**src/rtl/lds_pkg.sv**
```systemverilog
`timescale 1ns / 1ps
// ----------------------------------------------------------------------------
// Levinson-Durbin solver package
// Shared widths, fixed-point constants and the divider request/response types.
// ----------------------------------------------------------------------------
package lds_pkg;

  localparam int MAX_ORDER_DEF = 16;

  localparam int ORDER_W  = 5;
  localparam int CORR_W   = 24;
  localparam int COEF_W   = 32;
  localparam int ENERGY_W = 48;
  localparam int ACC_W    = 64;
  localparam int MAG_W    = ACC_W - 1;
  localparam int QUO_W    = COEF_W - 1;

  localparam int FRAC_SHIFT = 27;

  // integer quotient bits first, then fractional bits
  localparam int DIV_INT_STEPS = 7;
  localparam int DIV_STEPS     = QUO_W;
  localparam int DIV_CNT_W     = $clog2(DIV_STEPS);

  localparam logic [ORDER_W-1:0] ORDER_RESET = ORDER_W'(10);

  localparam logic signed [COEF_W-1:0] COEF_MAX = {1'b0, {(COEF_W-1){1'b1}}};
  localparam logic signed [COEF_W-1:0] COEF_MIN = {1'b1, {(COEF_W-1){1'b0}}};

  localparam logic STATUS_OK   = 1'b0;
  localparam logic STATUS_FAIL = 1'b1;

  typedef struct packed {
    logic                    start;
    logic signed [ACC_W-1:0] num;
  } div_req_t;

  typedef struct packed {
    logic                     done;
    logic signed [COEF_W-1:0] quo;
  } div_rsp_t;

endpackage

```
**src/rtl/lds_div.sv**
```systemverilog
`timescale 1ns / 1ps
// ----------------------------------------------------------------------------
// Reflection coefficient divider
// Restoring divider: num * 2^24 / den, truncated toward zero, saturated.
// ----------------------------------------------------------------------------
module lds_div (
  input  logic                                clk_i,
  input  logic                                rst_ni,
  input  lds_pkg::div_req_t                   req_i,
  input  logic [lds_pkg::ENERGY_W-1:0]        den_i,
  output lds_pkg::div_rsp_t                   rsp_o
);

  localparam int MAG_W = lds_pkg::MAG_W;
  localparam int DSH_W = lds_pkg::ENERGY_W + lds_pkg::DIV_INT_STEPS - 1;

  typedef enum logic {
    DIV_IDLE,
    DIV_RUN
  } div_state_e;

  div_state_e                        state_q;
  logic                              neg_q;
  logic [MAG_W-1:0]                  rem_q;
  logic [DSH_W-1:0]                  dsh_q;
  logic [lds_pkg::QUO_W-1:0]         quo_bits_q;
  logic [lds_pkg::DIV_CNT_W-1:0]     cnt_q;
  logic                              done_q;
  logic signed [lds_pkg::COEF_W-1:0] quo_q;

  logic [lds_pkg::ACC_W-1:0] abs_num;
  logic [MAG_W-1:0]          mag;
  logic [MAG_W-1:0]          sat_lim;
  logic                      int_phase;
  logic [MAG_W-1:0]          trial;
  logic [MAG_W-1:0]          den_sel;
  logic                      ge;
  logic [lds_pkg::QUO_W-1:0] quo_bits_d;

  always_comb begin
    abs_num    = req_i.num[lds_pkg::ACC_W-1] ? lds_pkg::ACC_W'(-req_i.num) : req_i.num;
    mag        = abs_num[MAG_W-1:0];
    sat_lim    = MAG_W'({den_i, {lds_pkg::DIV_INT_STEPS{1'b0}}});
    int_phase  = (cnt_q < lds_pkg::DIV_CNT_W'(lds_pkg::DIV_INT_STEPS));
    trial      = int_phase ? rem_q : {rem_q[MAG_W-2:0], 1'b0};
    den_sel    = int_phase ? MAG_W'(dsh_q) : MAG_W'(den_i);
    ge         = (trial >= den_sel);
    quo_bits_d = {quo_bits_q[lds_pkg::QUO_W-2:0], ge};
  end

  always_ff @(posedge clk_i or negedge rst_ni) begin
    if (!rst_ni) begin
      state_q <= DIV_IDLE;
      done_q  <= 1'b0;
      cnt_q   <= '0;
    end else begin
      done_q <= 1'b0;
      unique case (state_q)
        DIV_IDLE: begin
          if (req_i.start) begin
            neg_q <= req_i.num[lds_pkg::ACC_W-1];
            if (mag >= sat_lim) begin
              // quotient would need eight integer bits: clamp
              quo_q  <= req_i.num[lds_pkg::ACC_W-1] ? lds_pkg::COEF_MIN : lds_pkg::COEF_MAX;
              done_q <= 1'b1;
            end else begin
              rem_q      <= mag;
              dsh_q      <= {den_i, {(lds_pkg::DIV_INT_STEPS-1){1'b0}}};
              quo_bits_q <= '0;
              cnt_q      <= '0;
              state_q    <= DIV_RUN;
            end
          end
        end
        DIV_RUN: begin
          rem_q      <= ge ? (trial - den_sel) : trial;
          dsh_q      <= dsh_q >> 1;
          quo_bits_q <= quo_bits_d;
          cnt_q      <= cnt_q + 1'b1;
          if (cnt_q == lds_pkg::DIV_CNT_W'(lds_pkg::DIV_STEPS - 1)) begin
            quo_q   <= neg_q ? -$signed({1'b0, quo_bits_d}) : $signed({1'b0, quo_bits_d});
            done_q  <= 1'b1;
            state_q <= DIV_IDLE;
          end
        end
        default: state_q <= DIV_IDLE;
      endcase
    end
  end

  assign rsp_o.done = done_q;
  assign rsp_o.quo  = quo_q;

endmodule
```
**config.mk**
```make
export PLATFORM = sky130hd
export DESIGN_NAME = lds_div
export DESIGN_NICKNAME = d
export VERILOG_FILES = /design/src/rtl/lds_pkg.sv /design/src/rtl/lds_div.sv
export SDC_FILE = /design/constraint.sdc
export NUM_CORES = 1
export LEC_CHECK = 0
export BUFFER_PORTS_ARGS = -buffer_cell sky130_fd_sc_hd__buf_2
export CAP_MARGIN = 30
export CORE_AREA = 2 2 159 161
export DETAILED_ROUTE_END_ITERATION = 8
export DIE_AREA = 0 0 161 163
export PLACE_DENSITY = 0.83
export SETUP_SLACK_MARGIN = 0.1
export SYNTH_ARGS = -nofsm -noshare
export SYNTH_HDL_FRONTEND = slang
export SYNTH_SLANG_ARGS = --single-unit
```
**constraint.sdc**
```tcl
create_clock -name clk_i -period 16.44 [get_ports clk_i]
set_input_delay 3.288 -clock clk_i [delete_from_list [all_inputs] [get_ports clk_i]]
set_output_delay 3.288 -clock clk_i [all_outputs]
set_load 0.05 [all_outputs]
```
Word-level counts from Yosys, hierarchy flattened
Cells that the tools add are included.
Operators by class
  $add $sub $neg: 4
  multipliers: 0
  div/mod/pow operators: 0
  order comparisons: 3
  eq/ne operators: 5
  shifts and indexed selects: 0
  muxes and demuxes: 30
  bitwise logic cells: 1
  reduce and logical (&&, ||, !) cells: 4
Operator list (count)
  two-way mux 63 bit: 5
  two-way mux 54 bit: 3
  two-way mux 32 bit: 5
  case mux 63 bit (2 select lines): 1
  case mux 54 bit (2 select lines): 1
  case mux 32 bit (2 select lines): 1
  >= comparator 63 x 54 -> 1 bit: 1
  >= comparator 63 x 55 -> 1 bit: 1
  negation 63 bit: 1
  subtractor 63 x 54 -> 63 bit: 1
  two-way mux 30 bit: 2
  case mux 30 bit (2 select lines): 1
  negation 31 -> 32 bit: 1
  two-way mux 5 bit: 2
  case mux 5 bit (2 select lines): 1
  two-way mux 1 bit: 6
  inequality test 2 bit, second input constant: 3
  AND reduction 3 bit: 2
  adder 5 x 1 -> 5 bit, second input constant: 1
  equality test 5 bit, second input constant: 1
  < comparator 5 x 3 -> 1 bit, second input constant: 1
  case mux 1 bit (2 select lines): 2
  AND reduction 4 bit: 1
  inequality test 2 x 1 -> 1 bit, second input constant: 1
  2 further kinds: 2
Storage, ports and cells
  bits in registers: 187
  bits in latches: 0
  bits in writable memories: 0
  memory bits (read-only): 0
  input port bits: 115
  output and inout port bits: 33
  logic and storage cells: 55
  memories kept: 0

Logic depth before layout (Yosys ltp)
  depth in word-level cells: 7
  depth in mapped cells: 26
  mapped depth without buffers: 20

Worst setup path before layout
No wires, ideal clock.
  kind: input port to flip-flop
  start point: input req_i[17] (netlist bit)
  end point: register dsh_q[0] (enable)
  setup time: 0.856 ns
  arrival time: 17.731 ns
  data required time: 15.584 ns
  setup slack: -2.148 ns
  stages: 19
  buffers on the path: 1
  cells stage by stage: or4_4 or3_4 or4_4 or2_1 buf_2 or3_1 o31ai_1 xnor2_1 ha_1 a21o_1 a21o_1 a21o_1 a21o_1 a21o_1 a21oi_1 nor2b_1 a311oi_1 nand4_1 o21ai_0
Between the ends
  longest elaborated chain between the ends: 5
Ends and longest elaborated chain
  start, declared: RTL line lds_div.sv:9  | input lds_pkg::div_req_t req_i,
  negation 63 bit: RTL line lds_div.sv:41  | abs_num = req_i.num[lds_pkg::ACC_W-1] ? lds_pkg::ACC_W'(-req_i.num) : req_i.num;
  two-way mux 63 bit (*): RTL line lds_div.sv:41
  >= comparator 63 x 55 -> 1 bit (*): RTL line lds_div.sv:62  | if (mag >= sat_lim) begin
  inequality test 2 bit (no source line) (*)
  AND reduction 3 bit (no source line) (*)
  end signal, assigned: RTL line lds_div.sv:68  | dsh_q <= {den_i, {(lds_pkg::DIV_INT_STEPS-1){1'b0}}};
  end signal, assigned: RTL line lds_div.sv:77  | dsh_q <= dsh_q >> 1;
  end, declared: RTL line lds_div.sv:25  | logic [DSH_W-1:0] dsh_q;
Every way passes the cells marked *; elsewhere a longest branch is shown, timed or not.
A chain may end at the register's enable or synchronous reset.

Worst setup path after layout
  start point: input req_i[9] (netlist bit)
  end point: register dsh_q[41] (enable)
Same word-level chain as after synthesis.

==> flow_metrics.env <==
export IMPL_grt_start_max_net_pins=165
export IMPL_cts_hold_buf=0
export IMPL_crit_chain="buf_2 > nor4_1 > nand4b_1 > or4_4 > or2_1 > or3_1 > o31ai_1 > xnor2_1 > ha_1 > a21o_1 > a21o_1 > a21o_1 > a21o_1 > a21o_1 > a21oi_1 > nor2b_1 > a311oi_1 > nand4_1 > o21ai_4 > buf_4"
export IMPL_clk_pin_slew_ns=0.08
export IMPL_cts_root_buf="clkbuf_16"
export IMPL_start_util_pct=64.1
export IMPL_place_area_um2=16700
export IMPL_synth_simple_gate_area_share_pct=21.0
export IMPL_drt_first_pass_iters=7
export IMPL_fin_setup_tns_ns=0
export IMPL_wl_um=42900
export IMPL_p_int_mw=2.08
export IMPL_final_common_cell="nand2_1"
export IMPL_drive_above_1_share_pct=10.8
export IMPL_vdd_ir_drop_max_uv=134
export IMPL_final_hold_viol_count=0
export IMPL_drv_slew=0
export IMPL_synth_xor_area_share_pct=7.98
export IMPL_syn_instance_count=1928
export IMPL_swShare_pct=50.9
export IMPL_pwr_share_comb_pct=66.4
export IMPL_fin_crit_sh_pct=57.5
export IMPL_period_needed_ns=9.46
export IMPL_async_flop_share_pct=3.74
export IMPL_syn_area_per_cell_um2=8.20
export IMPL_power_mw=4.23
export IMPL_place_gp_congestion=0.969
export IMPL_p_sw_mw=2.15
export IMPL_core_rowCount=58
export IMPL_ant_nets=0
export IMPL_syn_area_um2=15800
export IMPL_worst_slew_pin_slew_ns=1.05
export IMPL_slew_limit_headroom_pct=30.3
export IMPL_grt_usage_pct=32.3
export IMPL_fin_skew_ns=0.0199
export IMPL_grt_antenna_before_repair=0
export IMPL_ys_ff_latch=187
export IMPL_synthDistinctLibCells=72
export IMPL_cts_resized=0
export IMPL_grt_pass1_vias=13500
export IMPL_fin_area_um2=17300
export IMPL_clock_power_share_pct=10.9
export IMPL_startpoint="req_i[9]"
export IMPL_fin_util_pct=70.2
export IMPL_synth_edff_count=180
export IMPL_num_io_pins=148
export IMPL_cp_slowest_cell="nor4_1"
export IMPL_synth_nets=2151
export IMPL_synthAdderAreaFrac_pct=8.60
export IMPL_regArea_um2=5580
export IMPL_io_buffers=147
export IMPL_dp_cells=2305
export IMPL_multi_input_area_um2=9590
export IMPL_final_instance_count_excl_fill=2337
export IMPL_synth_mux_area_share_pct=1.40
export IMPL_hold_path_class="reg2reg"
export IMPL_powerDensity_nw_per_um2=244
export IMPL_status="complete, no violations"
export IMPL_rsz0062_at_grt="false"
export IMPL_cts_max_path_buffers=2
export IMPL_seqPwrFrac_pct=22.7
export IMPL_setup_viol=0
export IMPL_critPathMaxStageDelay_ns=0.84
export IMPL_htreeDepth=4
export IMPL_crit_type="in2reg"
export IMPL_worstPathRequired_ns=16.52
export IMPL_yosys_warnings=0
export IMPL_wl_per_cell_um=18.3
export IMPL_crit_arrival_ns=9.53
export IMPL_crit_fanout=75
export IMPL_ys_seq_area_share_pct=35.3
export IMPL_worst_skew_pair_late_latency_ns=0.46
export IMPL_cts_setup_buffers=0
export IMPL_nets=2217
export IMPL_dieWidth_um=161
export IMPL_die_h_um=163
export IMPL_vias_per_cell=6.34
export IMPL_synth_compound_area_share_pct=21.3
export IMPL_fmax_mhz=106
export IMPL_cts_buffers=17
export IMPL_coreArea_um2=24700
export IMPL_layout_common_cells="nand2_1 (355), a21oi_1 (199), edfxtp_1 (180), nor2_1 (173), buf_2 (147)"
export IMPL_n_fill_cell=1986
export IMPL_synth_top_family_by_area="compound AO/OA/AOI/OAI gates"
export IMPL_leakagePower_nw=7.25
export IMPL_drc=0
export IMPL_setup_slack_ns=6.98
export IMPL_synth_flop_cell="edfxtp_1"
export IMPL_grt_pass1_wl_um=68200
export IMPL_vias=14800
export IMPL_die_area_um2=26200
export IMPL_cts_tree="done"
export IMPL_place_ws_ns=6.72
export IMPL_area_delta_synth_final_pct=9.64
export IMPL_hpwl_um=30900
export IMPL_overflow=0
export IMPL_critPathLaunchType="primary input"
export IMPL_first_iter_violations=1927
export IMPL_min_delay_start="dsh_q[33]$_DFFE_PP_"
export IMPL_cpMostUsedCell="a21o_1"
export IMPL_cts_sinks=187
export IMPL_diodes=0
export IMPL_r2r_start="cnt_q[0]$_DFFE_PN0P_"
export IMPL_cap_violations=0
export IMPL_endpoint_kind="register"
export IMPL_hold_ws_ns=0.557
==> cells by family after synthesis <==
group                    after synthesis
AO/OA/AOI/OAI                        548
XOR/XNOR                             144
adder cells (fa/ha/maj)              108
buffers and inverters                178
flip-flops                           187
multiplexers                          22
AND/OR/NAND/NOR                      741
==> layout make-up <==
class | count | share of cell area (%)
timing repair buffer | 158 | 4.79
clock inverter | 15 | 1.36
tap | 330 | 2.38
inverter | 67 | 1.45
sequential | 187 | 32.2
multi-input combinational | 1563 | 55.3
clock buffer | 17 | 2.45
==> synthesized netlist by cell type, types with 5 or more instances <==
| library cell | instances | area (µm²) |
|---|---|---|
| a211oi_1 | 10 | 75.1 |
| a21boi_0 | 7 | 52.6 |
| a21o_1 | 55 | 413 |
| a21oi_1 | 200 | 1000 |
| a221oi_1 | 6 | 52.6 |
| a31oi_1 | 8 | 50.1 |
| and2_1 | 41 | 257 |
| and3_1 | 9 | 56.3 |
| buf_1 | 11 | 41.3 |
| clkbuf_1 | 93 | 349 |
| dfrtp_1 | 7 | 175 |
| edfxtp_1 | 180 | 5410 |
| ha_1 | 107 | 1340 |
| inv_1 | 67 | 251 |
| mux2i_1 | 21 | 210 |
| nand2_1 | 355 | 1330 |
| nand2b_1 | 6 | 37.5 |
| nand3_1 | 30 | 150 |
| nand4_1 | 33 | 206 |
| nor2_1 | 173 | 649 |
| nor2b_1 | 12 | 75.1 |
| nor3_1 | 16 | 80.1 |
| nor4_1 | 8 | 50.1 |
| o211ai_1 | 5 | 37.5 |
| o21a_1 | 13 | 97.6 |
| o21ai_0 | 143 | 716 |
| o21bai_1 | 5 | 37.5 |
| o31ai_1 | 29 | 218 |
| o41ai_1 | 20 | 175 |
| or2_2 | 9 | 56.3 |
| or3_1 | 18 | 113 |
| or4_1 | 12 | 90.1 |
| xnor2_1 | 96 | 841 |
| xor2_1 | 48 | 420 |
==> critical path: cells and delay by family <==
kind / cells / cell delay (ns)
buffers and inverters: 2 / 0.89
adder cells (fa/ha/maj): 1 / 0.28
AO/OA/AOI/OAI: 9 / 1.98
XOR/XNOR: 1 / 0.19
AND/OR/NAND/NOR: 7 / 2.83
==> state kept, by name, indices dropped and copies added, names as in the netlist <==
signal / count
rem_q: 63
quo_q: 32
done_q: 1
dsh_q: 54
quo_bits_q: 30
neg_q: 1
state_q: 1
cnt_q: 5
==> power by group through the flow <==
stage	Combinational, mW	Sequential (mW)	Clock, mW
global placement	2.63	0.954	0
floorplan	2.10	0.963	0
CTS	2.74	0.956	0.459
detailed placement	2.69	0.964	0
finish	2.81	0.961	0.460
global route	3.09	0.983	0.478
==> final timing paths <==
| check | endpoint | slack, ns | cells past startpoint |
|---|---|---|---|
| max in group asynchronous | state_q$_DFF_PN0_ | 13.57 | 1 |
| max reg2reg | quo_q[28]$_DFFE_PP_ | 9.38 | 21 |
| min reg2reg | dsh_q[32]$_DFFE_PP_ | 0.56 | 2 |
| min in group asynchronous | cnt_q[0]$_DFFE_PN0P_ | 2.66 | 1 |
| min | dsh_q[32]$_DFFE_PP_ | 0.56 | 2 |
| max | dsh_q[41]$_DFFE_PP_ | 6.98 | 20 |
==> layer usage <==
layer | vias up | GRT usage, % | routed length, µm
li1 | 7066 | - | -
met1 | 6876 | 45.7 | 18400
met2 | 794 | 50.3 | 19100
met3 | 91 | 5.25 | 4010
met4 | 0 | 12.3 | 1380
met5 | - | 0 | 0
(Power assumes the default switching activity.)
